**src/hdl/sstx_pkg.sv**
```systemverilog
package sstx_pkg;

  localparam int unsigned NumDigits  = 3;
  localparam int unsigned TextBytes  = 7;
  localparam int unsigned TextW      = 8 * TextBytes;
  localparam int unsigned PeriodW    = 8;
  localparam int unsigned CfgIdxW    = 2;
  localparam int unsigned CfgDataW   = TextW;

  localparam logic [7:0] DpBit        = 8'b1000_0000;
  localparam logic [7:0] PatSpace     = 8'h00;
  localparam logic [7:0] PatDegree    = 8'b1100_0011;
  localparam logic [7:0] PatDash      = 8'b0100_0000;
  localparam logic [7:0] ChrDot       = 8'h2E;
  localparam logic [7:0] ChrSpace     = 8'h20;
  localparam logic [7:0] ChrCaret     = 8'h5E;
  localparam logic [7:0] ChrDash      = 8'h2D;
  localparam logic [7:0] ChrZero      = 8'h30;
  localparam logic [7:0] ChrNine      = 8'h39;
  localparam logic [7:0] ChrLowA      = 8'h61;
  localparam logic [7:0] ChrLowZ      = 8'h7A;
  localparam logic [7:0] ChrUpA       = 8'h41;
  localparam logic [7:0] ChrUpZ       = 8'h5A;
  localparam logic [PeriodW-1:0] PeriodReset = 8'd5;
  localparam logic [PeriodW-1:0] PeriodMax   = 8'hFF;

  localparam logic [7:0] NUM_PAT [10] = '{
    8'h3F, 8'h06, 8'h5B, 8'h4F, 8'h66, 8'h6D, 8'h7D, 8'h07, 8'h7F, 8'h6F
  };

  localparam logic [7:0] ALPHA_PAT [26] = '{
    8'h77, 8'h7C, 8'h39, 8'h5E, 8'h79, 8'h71, 8'h3D, 8'h76, 8'h04, 8'h1E,
    8'h7A, 8'h38, 8'h55, 8'h54, 8'h5C, 8'h73, 8'h67, 8'h50, 8'h6D, 8'h78,
    8'h3E, 8'h7E, 8'h6A, 8'h36, 8'h6E, 8'h49
  };

  typedef enum logic [CfgIdxW-1:0] {
    REG_TEXT   = 2'd0,
    REG_PERIOD = 2'd1
  } cfg_reg_e;

  typedef struct packed {
    logic       fire;
    logic [7:0] segments_n;
    logic [2:0] select_n;
  } scan_res_t;

endpackage

```
**src/hdl/sstx_if.sv**
```systemverilog
interface sstx_tick_if;
  logic valid;
  logic ready;
  logic tick;

  modport source (output valid, output tick, input ready);
  modport sink   (input valid, input tick, output ready);
endinterface

interface sstx_disp_if;
  logic       valid;
  logic       ready;
  logic [7:0] segments_n;
  logic [2:0] select_n;

  modport source (output valid, output segments_n, output select_n, input ready);
  modport sink   (input valid, input segments_n, input select_n, output ready);
endinterface

```
**src/hdl/sstx_decode.sv**
```systemverilog
module sstx_decode (
  input  logic [7:0] char_i,
  input  logic       dp_i,
  output logic [7:0] segments_n_o
);
  import sstx_pkg::*;

  logic [7:0] pat;
  logic [7:0] ofs;

  always_comb begin
    ofs = 8'h00;
    pat = char_i;
    if (char_i inside {[ChrZero:ChrNine]}) begin
      ofs = char_i - ChrZero;
      pat = NUM_PAT[ofs[3:0]];
    end else if (char_i inside {[ChrLowA:ChrLowZ]}) begin
      ofs = char_i - ChrLowA;
      pat = ALPHA_PAT[ofs[4:0]];
    end else if (char_i inside {[ChrUpA:ChrUpZ]}) begin
      ofs = char_i - ChrUpA;
      pat = ALPHA_PAT[ofs[4:0]];
    end else if (char_i == ChrSpace) begin
      pat = PatSpace;
    end else if (char_i == ChrCaret) begin
      pat = PatDegree;
    end else if (char_i == ChrDash) begin
      pat = PatDash;
    end
    segments_n_o = ~(dp_i ? (pat | DpBit) : pat);
  end

endmodule

```
**src/hdl/sstx_scan.sv**
```systemverilog
module sstx_scan (
  input  logic                        clk_i,
  input  logic                        rst_ni,
  input  logic                        step_i,
  input  logic [sstx_pkg::TextW-1:0]   text_i,
  input  logic [sstx_pkg::PeriodW-1:0] period_i,
  output sstx_pkg::scan_res_t         res_o
);
  import sstx_pkg::*;

  logic [PeriodW-1:0] elapsed_q, elapsed_d;
  logic [1:0]         digit_q, digit_d;
  logic [2:0]         pos_q, pos_d;

  logic [PeriodW-1:0] inc;
  logic [PeriodW-1:0] period_eff;
  logic               fire;
  logic [1:0]         digit0;
  logic [2:0]         pos0, pos1;
  logic [7:0]         byte0, byte1;
  logic               dp;
  logic [2:0]         sel_hot;

  function automatic logic [7:0] text_byte(logic [TextW-1:0] text, logic [2:0] pos);
    logic [7:0] b;
    b = 8'h00;
    for (int i = 0; i < TextBytes; i++) begin
      if (pos == 3'(i)) begin
        b = text[8*i +: 8];
      end
    end
    return b;
  endfunction

  always_comb begin
    inc        = (elapsed_q == PeriodMax) ? PeriodMax : elapsed_q + 1'b1;
    period_eff = (period_i == '0) ? PeriodW'(1) : period_i;
    fire       = (inc >= period_eff);

    if (digit_q >= 2'(NumDigits)) begin
      digit0 = 2'd0;
      pos0   = 3'd0;
    end else begin
      digit0 = digit_q;
      pos0   = pos_q;
    end

    byte0   = text_byte(text_i, pos0);
    pos1    = pos0 + 3'd1;
    byte1   = text_byte(text_i, pos1);
    dp      = (byte1 == ChrDot);
    sel_hot = 3'b001 << digit0;

    elapsed_d = elapsed_q;
    digit_d   = digit_q;
    pos_d     = pos_q;
    if (step_i) begin
      elapsed_d = fire ? '0 : inc;
      if (fire) begin
        digit_d = digit0 + 2'd1;
        pos_d   = dp ? (pos1 + 3'd1) : pos1;
      end
    end
  end

  sstx_decode u_decode (
    .char_i       (byte0),
    .dp_i         (dp),
    .segments_n_o (res_o.segments_n)
  );

  assign res_o.fire     = fire;
  assign res_o.select_n = ~sel_hot;

  always_ff @(posedge clk_i or negedge rst_ni) begin
    if (!rst_ni) begin
      elapsed_q <= '0;
      digit_q   <= '0;
      pos_q     <= '0;
    end else begin
      elapsed_q <= elapsed_d;
      digit_q   <= digit_d;
      pos_q     <= pos_d;
    end
  end

endmodule

```
**src/hdl/seven_segment_text_scanner_core.sv**
```systemverilog
// Channel   Dir  Word                         Role
// in_i      in   tick                         one millisecond tick per word
// out_o     out  segments_n, select_n         one digit refresh per word
// cfg_*     in   cfg_idx_i, cfg_wdata_i       text and scan period writes
//
// One word a cycle is taken while out_o is not stalled; a tick word ending a
// scan period reaches out_o through input register, then result register.
// Reset clears the counters, the text and sets the scan period to five.
// A stalled result holds out_o and blocks the input register and the scan counters behind it.
module seven_segment_text_scanner_core (
  input  logic                          clk_i,
  input  logic                          rst_ni,
  sstx_tick_if.sink                     in_i,
  sstx_disp_if.source                   out_o,
  input  logic                          cfg_we_i,
  input  logic [sstx_pkg::CfgIdxW-1:0]  cfg_idx_i,
  input  logic [sstx_pkg::CfgDataW-1:0] cfg_wdata_i
);
  import sstx_pkg::*;

  logic [TextW-1:0]   text_q;
  logic [PeriodW-1:0] period_q;

  logic       s1_valid_q;
  logic       s1_tick_q;
  logic       out_valid_q;
  logic [7:0] seg_q;
  logic [2:0] sel_q;

  logic      adv;
  logic      step;
  scan_res_t res;

  assign adv       = !out_valid_q || out_o.ready;
  assign step      = s1_valid_q && s1_tick_q && adv;
  assign in_i.ready = !s1_valid_q || adv;

  always_ff @(posedge clk_i or negedge rst_ni) begin
    if (!rst_ni) begin
      text_q   <= '0;
      period_q <= PeriodReset;
    end else if (cfg_we_i) begin
      case (cfg_reg_e'(cfg_idx_i))
        REG_TEXT:   text_q   <= cfg_wdata_i[TextW-1:0];
        REG_PERIOD: period_q <= cfg_wdata_i[PeriodW-1:0];
        default: ;
      endcase
    end
  end

  always_ff @(posedge clk_i or negedge rst_ni) begin
    if (!rst_ni) begin
      s1_valid_q <= 1'b0;
    end else if (in_i.valid && in_i.ready) begin
      s1_valid_q <= 1'b1;
    end else if (adv) begin
      s1_valid_q <= 1'b0;
    end
  end

  always_ff @(posedge clk_i) begin
    if (in_i.valid && in_i.ready) begin
      s1_tick_q <= in_i.tick;
    end
  end

  sstx_scan u_scan (
    .clk_i    (clk_i),
    .rst_ni   (rst_ni),
    .step_i   (step),
    .text_i   (text_q),
    .period_i (period_q),
    .res_o    (res)
  );

  always_ff @(posedge clk_i or negedge rst_ni) begin
    if (!rst_ni) begin
      out_valid_q <= 1'b0;
    end else if (adv) begin
      out_valid_q <= step && res.fire;
    end
  end

  always_ff @(posedge clk_i) begin
    if (step && res.fire) begin
      seg_q <= res.segments_n;
      sel_q <= res.select_n;
    end
  end

  assign out_o.valid      = out_valid_q;
  assign out_o.segments_n = seg_q;
  assign out_o.select_n   = sel_q;

endmodule

```
**src/flat_wrapper.sv**
```systemverilog
// flat-port wrapper written by rule: the top's interface ports become plain ports
module seven_segment_text_scanner_core_flat import sstx_pkg::*;
  (clk_i, rst_ni, cfg_we_i, cfg_idx_i, cfg_wdata_i, in_i_valid, in_i_tick, in_i_ready, out_o_valid, out_o_segments_n, out_o_select_n, out_o_ready);
  sstx_tick_if in_i_i ();
  sstx_disp_if out_o_i ();
  input  logic clk_i;
  input  logic rst_ni;
  input  logic cfg_we_i;
  input  logic [sstx_pkg::CfgIdxW-1:0] cfg_idx_i;
  input  logic [sstx_pkg::CfgDataW-1:0] cfg_wdata_i;
  input wire logic [$bits(in_i_i.valid)-1:0] in_i_valid;
  input wire logic [$bits(in_i_i.tick)-1:0] in_i_tick;
  output wire logic [$bits(in_i_i.ready)-1:0] in_i_ready;
  output wire logic [$bits(out_o_i.valid)-1:0] out_o_valid;
  output wire logic [$bits(out_o_i.segments_n)-1:0] out_o_segments_n;
  output wire logic [$bits(out_o_i.select_n)-1:0] out_o_select_n;
  input wire logic [$bits(out_o_i.ready)-1:0] out_o_ready;
  assign in_i_i.valid = in_i_valid;
  assign in_i_i.tick = in_i_tick;
  assign in_i_ready = in_i_i.ready;
  assign out_o_valid = out_o_i.valid;
  assign out_o_segments_n = out_o_i.segments_n;
  assign out_o_select_n = out_o_i.select_n;
  assign out_o_i.ready = out_o_ready;
  seven_segment_text_scanner_core u_core (.clk_i(clk_i), .rst_ni(rst_ni), .in_i(in_i_i), .out_o(out_o_i), .cfg_we_i(cfg_we_i), .cfg_idx_i(cfg_idx_i), .cfg_wdata_i(cfg_wdata_i));
endmodule
```
**config.mk**
```make
export PLATFORM = sky130hd
export DESIGN_NAME = seven_segment_text_scanner_core_flat
export DESIGN_NICKNAME = d
export VERILOG_FILES = /design/src/hdl/sstx_pkg.sv /design/src/hdl/sstx_if.sv /design/src/hdl/sstx_decode.sv /design/src/hdl/sstx_scan.sv /design/src/hdl/seven_segment_text_scanner_core.sv /design/src/flat_wrapper.sv
export SDC_FILE = /design/constraint.sdc
export NUM_CORES = 1
export LEC_CHECK = 0
export ABC_AREA = 1
export BUFFER_PORTS_ARGS = -buffer_cell sky130_fd_sc_hd__buf_2
export CAP_MARGIN = 5
export CORE_AREA = 3 3 127 129
export DETAILED_ROUTE_END_ITERATION = 7
export DIE_AREA = 0 0 130 132
export GPL_TIMING_DRIVEN = 0
export PLACE_DENSITY = 0.64
export SKIP_CTS_REPAIR_TIMING = 1
export SYNTH_ARGS = -nofsm -noshare
export SYNTH_HDL_FRONTEND = slang
export SYNTH_SLANG_ARGS = --single-unit
```
**constraint.sdc**
```tcl
create_clock -name clk_i -period 5.1 [get_ports clk_i]
set_input_delay 1.02 -clock clk_i [delete_from_list [all_inputs] [get_ports clk_i]]
set_output_delay 1.02 -clock clk_i [all_outputs]
set_load 0.005 [all_outputs]
```
# == Word-level counts from Yosys, hierarchy flattened ==
# Memories as Yosys holds them, arrays and structs flattened.
# Cells that the tools add are included.
# op_classes
n_mux,35
n_reduce_logical,19
n_bitwise,5
n_eq_ne,18
shift,1
magnitude_cmp,11
n_mul,0
addsub,7
div_mod_pow,0
# ops
cell,count
two-way mux 8 bit,30
== test 8 x 6 -> 1 bit (second input constant),3
== test 3 bit (second input constant),6
>= comparator 8 x 7 -> 1 bit (second input constant),2
<= comparator 8 x 7 -> 1 bit (second input constant),2
== test 3 x 2 -> 1 bit (second input constant),4
>= comparator 6 bit (second input constant),2
NOT 5 -> 6 bit,2
subtractor 5 x 1 -> 5 bit (second input constant),2
adder 8 x 1 -> 8 bit (second input constant),1
== test 8 x 7 -> 1 bit (second input constant),1
== test 8 bit (second input constant),1
>= comparator 8 x 6 -> 1 bit (second input constant),1
>= comparator 8 bit,1
<= comparator 8 x 6 -> 1 bit (second input constant),1
logical NOT 8 bit,1
NOT 8 bit,1
logical AND 1 bit,7
adder 3 x 1 -> 3 bit (second input constant),2
== test 3 x 1 -> 1 bit (second input constant),2
logical NOT 3 bit,2
two-way mux 3 bit,2
AND reduction 2 bit,3
>= comparator 5 bit (second input constant),1
13 further kinds,16
# word_totals
latch_bits,0
elab_cells,109
register_bits,91
ramBits,0
romBits,640
mem_count,3
output_inout_bits,13
# memory_table
name,words,width,read_ports,rd_ports_with_merged_regs,write_ports,line_no,rtl
(no name shown),32,8,1,0,0,sstx_decode.sv:19,pat = ALPHA_PAT[ofs[4:0]];
(no name shown),32,8,1,0,0,sstx_decode.sv:22,pat = ALPHA_PAT[ofs[4:0]];
(no name shown),16,8,1,0,0,sstx_decode.sv:16,pat = NUM_PAT[ofs[3:0]];

# == Depth between registers and ports, before layout ==
# Gate-level depths: netlist (run 1).
# logic_depth
depth_word,20
ltp_mapped,29
depth_no_buf,28

# == Hierarchy ==
# A second synthesis (run 1) with hierarchy kept.
# hier_totals
cells_unflattened,850
area_unflattened_um2,6109.6
# modules_own_cells
mod,seq_area_each_um2,cells_each,instances,area_each_um2
seven_segment_text_scanner_core,2014.4,306,1,3051.7
sstx_scan,325.3,361,1,2095.8
sstx_decode,0.0,183,1,962.2

# == Worst setup path after synthesis (run 1) ==
# No wires, ideal clock.
# synth_timing
kind,flip-flop to flip-flop
start,register u_core.u_scan.digit_q[0]
end,"register u_core.seg_q[3] (netlist: u_core.out_o.segments_n[3]), data pin"
path_buffers,3
setup_ps,254
synth_period_minus_slack_ps,3726
path_stages_with_launch,28
slack_ps,1374
t_arrival_ps,3472
t_required_ps,4846
cell_sequence,dfrtp_1 -> ha_1 -> inv_2 -> nand2_1 -> inv_1 -> ha_1 -> ha_1 -> inv_1 -> buf_2 -> o21ai_2 -> inv_2 -> nand2_1 -> nand2_1 -> nand2_1 -> nand2_2 -> inv_1 -> ha_1 -> ha_1 -> clkbuf_1 -> inv_1 -> clkbuf_1 -> nor2_1 -> o21ai_2 -> nand2_1 -> nand2_1 -> nand2_1 -> nand2_1 -> nand2_1
# synth_rtl
element,line_no,rtl
"start, declared",sstx_scan.sv:12,"logic [1:0] digit_q, digit_d;"
"start signal, assigned",sstx_scan.sv:82,digit_q <= digit_d;
"end signal, assigned",seven_segment_text_scanner_core.sv:86,seg_q <= res.segments_n;
"end, declared",seven_segment_text_scanner_core.sv:27,logic [7:0] seg_q;

==> results of run 1 <==
[logic make-up after synthesis]
family | share of synthesized area
AOI/OAI and AO/OA | 0.0986
buffers and inverters | 0.0932
DFF | 0.389
xor gates and xnor gates | 0.00146
muxes | 0.0618
adders and majority gates | 0.0583
and+or+nand+nor | 0.297
[synth_stat cells (all sizes together), types with 3 or more instances]
cell type	n
inv	112
clkbuf	9
buf	15
dfrtp	77
nand3	88
ha	28
mux2	33
nor3	5
or2	6
nand4	4
o21ai	59
edfxtp	12
nor2	69
nand2	223
a21oi	37
nand3b	4
nor4	3
[layer usage]
layer	global-route usage	vias up	routed length, um
li1	-	2767	-
met1	0.258	2450	7050
met2	0.277	144	6520
met3	0.0344	18	755
met4	0.0531	0	233
met5	0	-	0
[final cells by class]
class                      count  area share
buffer                        24      0.0197
sequential                    91       0.337
timing repair buffer          77      0.0591
tap                          188      0.0339
inverter                     113      0.0611
clock inverter                 7     0.00829
multi-input combinational    573       0.448
clock buffer                   9      0.0324
[report_power, final]
| group | internal (uW) | switching, uW | total (uW) |
|---|---|---|---|
| sequential | 927 | 94.4 | 1020 |
| combinational | 1140 | 2230 | 3380 |
| clock | 337 | 303 | 641 |
| total | 2410 | 2630 | 5040 |
[state kept, by name, indices dropped and copies added (netlist names)]
name and count:
u_core.s1_tick_q 1, u_core.out_o.select_n 3, u_core.u_scan.elapsed_q 8, u_core.u_scan.digit_q 2, u_core.text_q 56, u_core.out_o.valid 1
u_core.out_o.segments_n 8, u_core.s1_valid_q 1, u_core.u_scan.pos_q 3, u_core.period_q 8
[through the flow]
step                power (uW)  hold WS, ns  worst slack [ns]  area (um^2)
floorplan                 3580        0.449              1.37         6010
finish                    5040        0.482             0.531         6940
detailed placement        4360        0.466             0.596         6660
global placement          4360        0.464             0.587         6630
CTS                       5020        0.485             0.558         6940
global route              5610        0.506            0.0392         6940
[cells in the final DEF (no fill, tap or decap), drive strengths merged, types with 3 or more instances in the layout]
cell type	count
or2	6
nor3	5
buf	92
edfxtp	12
a21oi	37
nand3	88
inv	115
clkinv	3
o21ai	59
ha	28
nand4	4
mux2	33
nor4	3
nor2	69
nand2	223
clkbuf	18
dfrtp	77
nand3b	4
[how the worst max path moves through the flow]
stage	cells past startpoint	to	startpoint
after CTS	27	u_core.out_o.segments_n[2]$_DFFE_PP_	u_core.u_scan.digit_q[0]$_DFFE_PN0P_
after global placement	28	u_core.out_o.segments_n[0]$_DFFE_PP_	u_core.u_scan.digit_q[0]$_DFFE_PN0P_
after global routing	28	u_core.out_o.segments_n[3]$_DFFE_PP_	u_core.u_scan.digit_q[1]$_DFFE_PN0P_
final	27	u_core.out_o.segments_n[3]$_DFFE_PP_	u_core.u_scan.digit_q[0]$_DFFE_PN0P_
after floorplan	27	u_core.out_o.segments_n[3]$_DFFE_PP_	u_core.u_scan.digit_q[0]$_DFFE_PN0P_
after detailed placement	27	u_core.out_o.segments_n[2]$_DFFE_PP_	u_core.u_scan.digit_q[0]$_DFFE_PN0P_
[worst max-delay path: cells and delay by family (launching register included)]
kind | cells | cell delay (ns)
AO/OA/AOI/OAI | 2 | 0.28
adder cells (fa/ha/maj) | 5 | 1.39
flip-flops | 1 | 0.42
buffers and inverters | 9 | 1.34
AND/OR/NAND/NOR | 11 | 0.89
==> flow_summary.json, run 1 <==
{
  "status": "completed",
  "routed_via_density": 4.97,
  "ys_ff_latch": 91,
  "holdPathStages": 2,
  "multi_input_area_um2": 3110,
  "p_leak_uw": 0.00357,
  "core.rowCount": 45,
  "worstHoldStart": "u_core.u_scan.pos_q[1]$_DFFE_PN0P_",
  "ys.warnings.count": 0,
  "synth_top_area_frac": 0.320,
  "worstPathRequired_ns": 5.20,
  "end_kind": "flop",
  "grt_max_degree": 68,
  "clock_latency_ns": 0.35,
  "cts.sinks": 91,
  "htreeDepth": 3,
  "crit_arrival_ns": 4.67,
  "fin_skew_ns": 0.0114,
  "report.final.slew_viol_count": 0,
  "antenna_found_initial": 0,
  "dp_hpwl_um": 11400,
  "initial_core_util": 0.397,
  "grt_pass1_wl_um": 25200,
  "vias": 5379,
  "fin_crit_sh": 0.896,
  "rsz0062_at_grt": "false",
  "drc": 0,
  "clk_pin_slew_ns": 0.07,
  "cp-start-kind": "flop",
  "synth_ff_type": "dfrtp_1",
  "placed_cells": 1066,
  "drt_iter0_markers": 410,
  "instances_no_fill": 1082,
  "finalSetupTns_ns": 0,
  "synth_cells": 801,
  "synth_cell_types": 42,
  "fmax_ghz": 0.219,
  "globalRouteTotalUtil": 0.180,
  "grt_pass1_vias": 5122,
  "cts.path.max_buffers": 2,
  "fillers": 1552,
  "worstReg2RegEnd": "u_core.out_o.segments_n[3]$_DFFE_PP_",
  "die_area_um2": 17200,
  "relSlewSlack": 0.545,
  "period_needed_ns": 4.57,
  "final-hold-violation-count": 0,
  "yosys.area.top_type": "dfrtp_1",
  "syn_area_per_cell_um2": 7.51,
  "die_x_um": 130,
  "cts_buffers": 9,
  "layout.nets": 981,
  "drive_above_1_share": 0.202,
  "setup_viol": 0,
  "tightest_slew_ns": 0.674,
  "cpMaxStageDelayCell": "dfrtp_1",
  "async_flop_share": 0.868,
  "path_class": "reg -> reg",
  "powerDensity_nw_per_um2": 726,
  "root_buffer": "clkbuf_16",
  "min_path_type": "reg -> reg",
  "seq_area_frac_synth": 0.389,
  "ir_worst_vdd_mv": 0.339,
  "synth_fp_nets": 893,
  "antennaDiodeCount": 0,
  "r2r_cells": 27,
  "io_buffers": 76,
  "hold_path_end": "u_core.u_scan.pos_q[1]$_DFFE_PN0P_",
  "reg2reg_slack_ns": 0.53,
  "finalWirelength_um": 14600,
  "core_area_um2": 15100,
  "cap_violations": 0,
  "cp_max_fo": 10,
  "seqCellArea_um2": 2340,
  "place.gp.congestion": 0.867,
  "cts_tree": "built",
  "max_stage_delay_ns": 0.42,
  "ios": 77,
  "firstDrtPassIters": 7,
  "grt_overflow": 0,
  "synthTopCellsByArea": "dfrtp_1 (32%), nand2_1 (13%), nand3_1 (7.3%), inv_1 (6.4%), mux2_2 (6.2%)",
  "die_h_um": 132,
  "ant_nets": 0,
  "netlist_area_um2": 6010,
  "routedWlPerCell_um": 13.5,
  "crit_top_cell": "nand2_1",
  "final_util": 0.458,
  "synth_edf_count": 12,
  "syn_to_final_growth_pct": 15.4,
  "r2r-start": "u_core.u_scan.digit_q[0]$_DFFE_PN0P_"
}
No activity file was read; power rests on OpenSTA's default activity.
==> inputs of run 2 (changes only) <==
- ABC_AREA: 1 -> default
- CORE_AREA: 3 3 127 129 -> 3 3 125 127
- DIE_AREA: 0 0 130 132 -> 0 0 128 130
==> run 2 against run 1 <==
Against the previous run: worst setup slack worse by 0.18 ns; sequential power hardly changed; fmax shrank 3.7%; cell count decreased by 21%.
==> flow_summary.json, run 2 <==
{
  "status": "completed",
  "p_leak_uw": 0.00289,
  "antenna_found_initial": 0,
  "die_x_um": 128,
  "cp-start-kind": "flop",
  "min_path_type": "reg -> reg",
  "worstSetupStartpoint": "u_core.u_scan.digit_q[0]$_DFFE_PN0P_",
  "final-hold-violation-count": 0,
  "cts_buffers": 9,
  "setup_viol": 0,
  "finalWorstSetupSlack_ns": 0.355,
  "clock_latency_ns": 0.35,
  "relSlewSlack": 0.574,
  "place_ws_ns": -0.221,
  "drive_above_1_share": 0.297,
  "finalWirelength_um": 15600,
  "cp_max_fo": 12,
  "path_class": "reg -> reg",
  "reg2reg_slack_ns": 0.35,
  "synth_cells": 583,
  "synth_ff_type": "dfrtp_1",
  "netlist_area_um2": 5830,
  "powerDensity_nw_per_um2": 687,
  "grt_pass1_wl_um": 25000,
  "routedWlPerCell_um": 18.1,
  "dp_hpwl_um": 11900,
  "cts_tree": "built",
  "fin_crit_sh": 0.930,
  "r2r-start": "u_core.u_scan.digit_q[0]$_DFFE_PN0P_",
  "worstReg2RegEnd": "u_core.out_o.segments_n[1]$_DFFE_PP_",
  "htreeDepth": 3,
  "grt_max_degree": 56,
  "ys_ff_latch": 91,
  "fillers": 1432,
  "r2r_cells": 19,
  "power_uw": 4700,
  "grt_pass1_vias": 4842,
  "synth_top_area_frac": 0.331,
  "root_buffer": "clkbuf_16",
  "fmax_ghz": 0.211,
  "cap_violations": 0,
  "syn_to_final_growth_pct": 17.5,
  "antennaDiodeCount": 0,
  "core_area_um2": 14500,
  "synth_most_common_cell": "dfrtp_1",
  "vias": 4859,
  "cts.path.max_buffers": 2,
  "tightest_slew_ns": 0.633,
  "synth_fp_nets": 675,
  "place.gp.congestion": 0.901,
  "core.rowCount": 44,
  "ios": 77,
  "io_buffers": 76,
  "report.final.slew_viol_count": 0,
  "grt_overflow": 0,
  "largest_register": "u_core.text_q",
  "ir_worst_vdd_mv": 0.389,
  "rsz0062_at_grt": "false",
  "cts.sinks": 91,
  "die_area_um2": 16600,
  "synth_edf_count": 12,
  "final_common_cell": "buf_2",
  "initial_core_util": 0.401,
  "async_flop_share": 0.868,
  "end_kind": "flop",
  "clk_pin_slew_ns": 0.07,
  "die_h_um": 130,
  "critPathCapture": "u_core.out_o.segments_n[1]$_DFFE_PP_",
  "largest_reg_flops": 56,
  "worstPathRequired_ns": 5.20,
  "drc": 0,
  "ys.warnings.count": 0,
  "finalSetupTns_ns": 0,
  "ys_top_cells_by_count": "dfrtp_1 (77), nand2_1 (61), mux2_2 (59), o21ai_0 (36), inv_1 (31)",
  "synthTopCellsByArea": "dfrtp_1 (33%), mux2_2 (11%), edfxtp_1 (6.2%), ha_1 (6.0%), nand2_1 (3.9%)",
  "period_needed_ns": 4.75,
  "crit_arrival_ns": 4.84,
  "globalRouteTotalUtil": 0.190,
  "seq_area_frac_synth": 0.402,
  "ant_nets": 0,
  "synth_cell_types": 82,
  "routed_via_density": 5.65,
  "firstDrtPassIters": 5,
  "layout.nets": 763,
  "fin_skew_ns": 0.00453,
  "drt_iter0_markers": 377,
  "yosys.area.top_type": "dfrtp_1",
  "syn_area_per_cell_um2": 9.99,
  "layout_common_cells": "buf_2 (85), dfrtp_1 (77), nand2_1 (61)"
}
[run 2: cell types whose count changed after synthesis, moves of 11 or more]
cell,change
nand2b_1,+11
mux2_2,+26
inv_1,-71
a21oi_1,-12
nor2_1,-32
nand3_1,-80
o21ai_0,-15
nand2_1,-147
[run 2: metrics by stage]
| step | hold slack [ns] | area (um^2) | cells | utilization |
|---|---|---|---|---|
| after global placement | 0.456 | 6440 | 843 | 0.443 |
| after detailed placement | 0.465 | 6470 | 844 | 0.445 |
| after floorplan | 0.442 | 5830 | 583 | - |
| after CTS | 0.480 | 6790 | 860 | 0.467 |
| after global routing | 0.504 | 6850 | 860 | 0.471 |
| final | 0.474 | 6850 | 860 | 0.471 |
[run 2: cells by family after synthesis]
family	Yosys count	share of synthesized area
fa+ha+maj	28	0.0601
buf+inv	67	0.0550
flops	91	0.402
xor+xnor	8	0.0159
mux	65	0.124
simple gates	182	0.171
compound gates	142	0.172
[run 2: cell type report]
class / count / area, um^2 / area share
multi-input cells: 425 / 3210 / 0.470
flip-flops and latches: 91 / 2340 / 0.342
repair buffers: 77 / 410 / 0.0600
clock buffers: 11 / 243 / 0.0355
well taps: 184 / 230 / 0.0336
plain buffers: 33 / 196 / 0.0287
inverters: 34 / 128 / 0.0186
clock inverters: 5 / 83.8 / 0.0122
[run 2: power by group]
part | internal, uW | switching (uW) | total (uW)
combinational | 1180 | 1760 | 2940
clock | 445 | 289 | 734
sequential | 912 | 121 | 1030
[run 2: routing by layer]
layer / wire length (um) / GRT usage / vias to the layer above / share of wire
met4: 359 / 0.0649 / 0 / 0.023
li1: - / - / 2324 / -
met5: 0 / 0 / - / 0
met3: 778 / 0.0356 / 32 / 0.050
met2: 7440 / 0.311 / 168 / 0.48
met1: 6980 / 0.254 / 2335 / 0.45
[run 2: worst min-delay path by stage]
stage,start,endpoint,cells past startpoint
finish,u_core.u_scan.pos_q[1]$_DFFE_PN0P_,u_core.u_scan.pos_q[1]$_DFFE_PN0P_,2
global route,u_core.u_scan.pos_q[1]$_DFFE_PN0P_,u_core.u_scan.pos_q[1]$_DFFE_PN0P_,2
CTS,u_core.u_scan.pos_q[1]$_DFFE_PN0P_,u_core.u_scan.pos_q[1]$_DFFE_PN0P_,2
detailed placement,u_core.u_scan.pos_q[1]$_DFFE_PN0P_,u_core.u_scan.pos_q[1]$_DFFE_PN0P_,2
global placement,u_core.u_scan.pos_q[1]$_DFFE_PN0P_,u_core.u_scan.pos_q[1]$_DFFE_PN0P_,2
floorplan,u_core.u_scan.pos_q[1]$_DFFE_PN0P_,u_core.u_scan.pos_q[1]$_DFFE_PN0P_,2
[run 2: worst max-delay path, cell delays in order (launching register included)]
cell,delay (ns)
dfrtp_1,0.41
ha_2,0.26
nand2b_1,0.22
inv_1,0.15
ha_1,0.16
ha_1,0.13
buf_2,0.19
buf_2,0.27
nor2_1,0.11
a32oi_1,0.29
and2_1,0.27
clkbuf_2,0.30
ha_1,0.22
ha_1,0.26
clkbuf_1,0.24
a31o_2,0.27
o31ai_1,0.20
o311ai_0,0.18
a21oi_1,0.23
o22ai_1,0.11
==> inputs of run 3 (changes only) <==
- RECOVER_POWER: default -> 50
==> run 3 against run 2 <==
Against the previous run: clock skew down 0.00067 ns; clock power about the same; combinational power about the same; register-to-register slack about the same; final area shrank 0.48%; global-route usage is the same; the run now ends with max-capacitance violations, max-slew violations left; via count is 0.97% higher; sequential power barely moved; non-clock buffer count unchanged.
==> flow_summary.json, run 3 (synthesis results as in run 2) <==
{
  "drive_above_1_share": 0.288,
  "initial_core_util": 0.401,
  "cpMaxStageDelayCell": "dfrtp_1",
  "core.rowCount": 44,
  "antenna_found_initial": 0,
  "path_class": "reg -> reg",
  "clock_latency_ns": 0.35,
  "max_stage_delay_ns": 0.41,
  "failed_checks": "max-capacitance violations, max-slew violations",
  "ir_worst_vdd_mv": 0.388,
  "cts.path.max_buffers": 2,
  "status": "finished, violations left",
  "antennaDiodeCount": 0,
  "die_area_um2": 16600,
  "layout.nets": 763,
  "cap_violations": 1,
  "setup_viol": 0,
  "drc": 0,
  "period_needed_ns": 4.76,
  "final-hold-violation-count": 0,
  "grt_max_degree": 56,
  "grt_overflow": 0,
  "clk_pin_slew_ns": 0.07,
  "die_h_um": 130,
  "whs_ns": 0.474,
  "ios": 77,
  "root_buffer": "clkbuf_16",
  "cts.sinks": 91,
  "worstHoldStart": "u_core.u_scan.pos_q[1]$_DFFE_PN0P_",
  "routedWlPerCell_um": 18.2,
  "end_kind": "flop",
  "p_leak_uw": 0.00287,
  "firstDrtPassIters": 5,
  "rsz0062_at_grt": "false",
  "place_area_um2": 6470,
  "grt_pass1_wl_um": 25000,
  "crit_chain": "ha_2 -> nand2b_1 -> inv_1 -> ha_1 -> ha_1 -> buf_2 -> buf_2 -> nor2_1 -> a32oi_1 -> and2_1 -> clkbuf_2 -> ha_1 -> ha_1 -> clkbuf_1 -> a31o_2 -> o31ai_1 -> o311ai_0 -> a21oi_1 -> o22ai_1",
  "instances_no_fill": 860,
  "finalWorstSetupSlack_ns": 0.344,
  "place.gp.congestion": 0.901,
  "relSlewSlack": -0.937,
  "tightest_slew_ns": 2.91,
  "die_x_um": 128,
  "worstSetupStartpoint": "u_core.u_scan.digit_q[0]$_DFFE_PN0P_",
  "core_area_um2": 14500,
  "finalWirelength_um": 15600,
  "cp-start-kind": "flop",
  "layout_common_cells": "buf_2 (81), dfrtp_1 (77), nand2_1 (61)",
  "crit_family": "compound AO/OA/AOI/OAI gates",
  "fmax_ghz": 0.210,
  "worstPathRequired_ns": 5.20,
  "grt_pass1_vias": 4842,
  "vias": 4906,
  "min_path_type": "reg -> reg",
  "power_uw": 4710,
  "fin_area_um2": 6810,
  "htreeDepth": 3,
  "cts_tree": "built",
  "placed_cells": 844,
  "io_buffers": 76,
  "final_common_cell": "buf_2",
  "fin_skew_ns": 0.00386,
  "powerDensity_nw_per_um2": 691,
  "crit_top_cell": "ha_1",
  "report.final.slew_viol_count": 56,
  "cp_max_fo": 12,
  "routed_via_density": 5.70,
  "largest_register": "u_core.text_q",
  "cts_buffers": 9,
  "syn_to_final_growth_pct": 16.9,
  "crit_arrival_ns": 4.85,
  "fin_crit_sh": 0.933,
  "drt_iter0_markers": 351,
  "place_ws_ns": -0.221,
  "dp_hpwl_um": 11900,
  "largest_reg_flops": 56,
  "ant_nets": 0,
  "globalRouteTotalUtil": 0.190,
  "path_buf_inv": 5,
  "r2r-start": "u_core.u_scan.digit_q[0]$_DFFE_PN0P_"
}
## run 3: cell count changes in the layout (fill, tap and decap cells not counted), sizes merged
| cell | previous run | this run |
|---|---|---|
| buf | 99 | 93 |
| clkbuf | 22 | 28 |
## run 3: worst paths after layout
path / to / slack, ns / depth (start not counted)
max: u_core.out_o.segments_n[1]$_DFFE_PP_ / 0.34 / 19
min: u_core.u_scan.pos_q[1]$_DFFE_PN0P_ / 0.47 / 2
max reg2reg: u_core.out_o.segments_n[1]$_DFFE_PP_ / 0.34 / 19
min reg2reg: u_core.u_scan.pos_q[1]$_DFFE_PN0P_ / 0.47 / 2
max in group asynchronous: u_core.u_scan.elapsed_q[4]$_DFFE_PN0P_ / 0.80 / 2
min in group asynchronous: u_core.text_q[46]$_DFFE_PN0P_ / 0.95 / 1
## run 3: area by class of cell
type	instances	area (um^2)
fillers	1438	7720
multi-input cells	425	3210
flip-flops and latches	91	2340
repair buffers	77	378
clock buffers	11	243
well taps	184	230
plain buffers	33	196
inverters	34	128
clock inverters	5	83.8
## run 3: metal layers
layer  GRT usage  wire, um
met5           0         0
met4      0.0649       357
met3      0.0356       854
met2       0.311      7460
met1       0.254      6950
## run 3: stage by stage
step,util,setup TNS [ns]
2_1_floorplan,-,0
3_3_place_gp,0.443,-0.219
3_5_place_dp,0.445,-0.221
4_1_cts,0.467,-0.290
5_1_grt,0.469,0
6_report,0.469,0
## run 3: tightest hold or removal path, cell delays in order, from the launching register on
cell and delay (ns):
dfrtp_1 0.34, nand2_1 0.04, o21ai_0 0.06
## run 3: power breakdown
part           leakage [uW]  total [uW]  switching (uW)  internal, uW
sequential          0.00106        1030             121           912
combinational       0.00165        2940            1770          1170
clock              0.000152         733             288           445
total               0.00287        4710            2180          2530
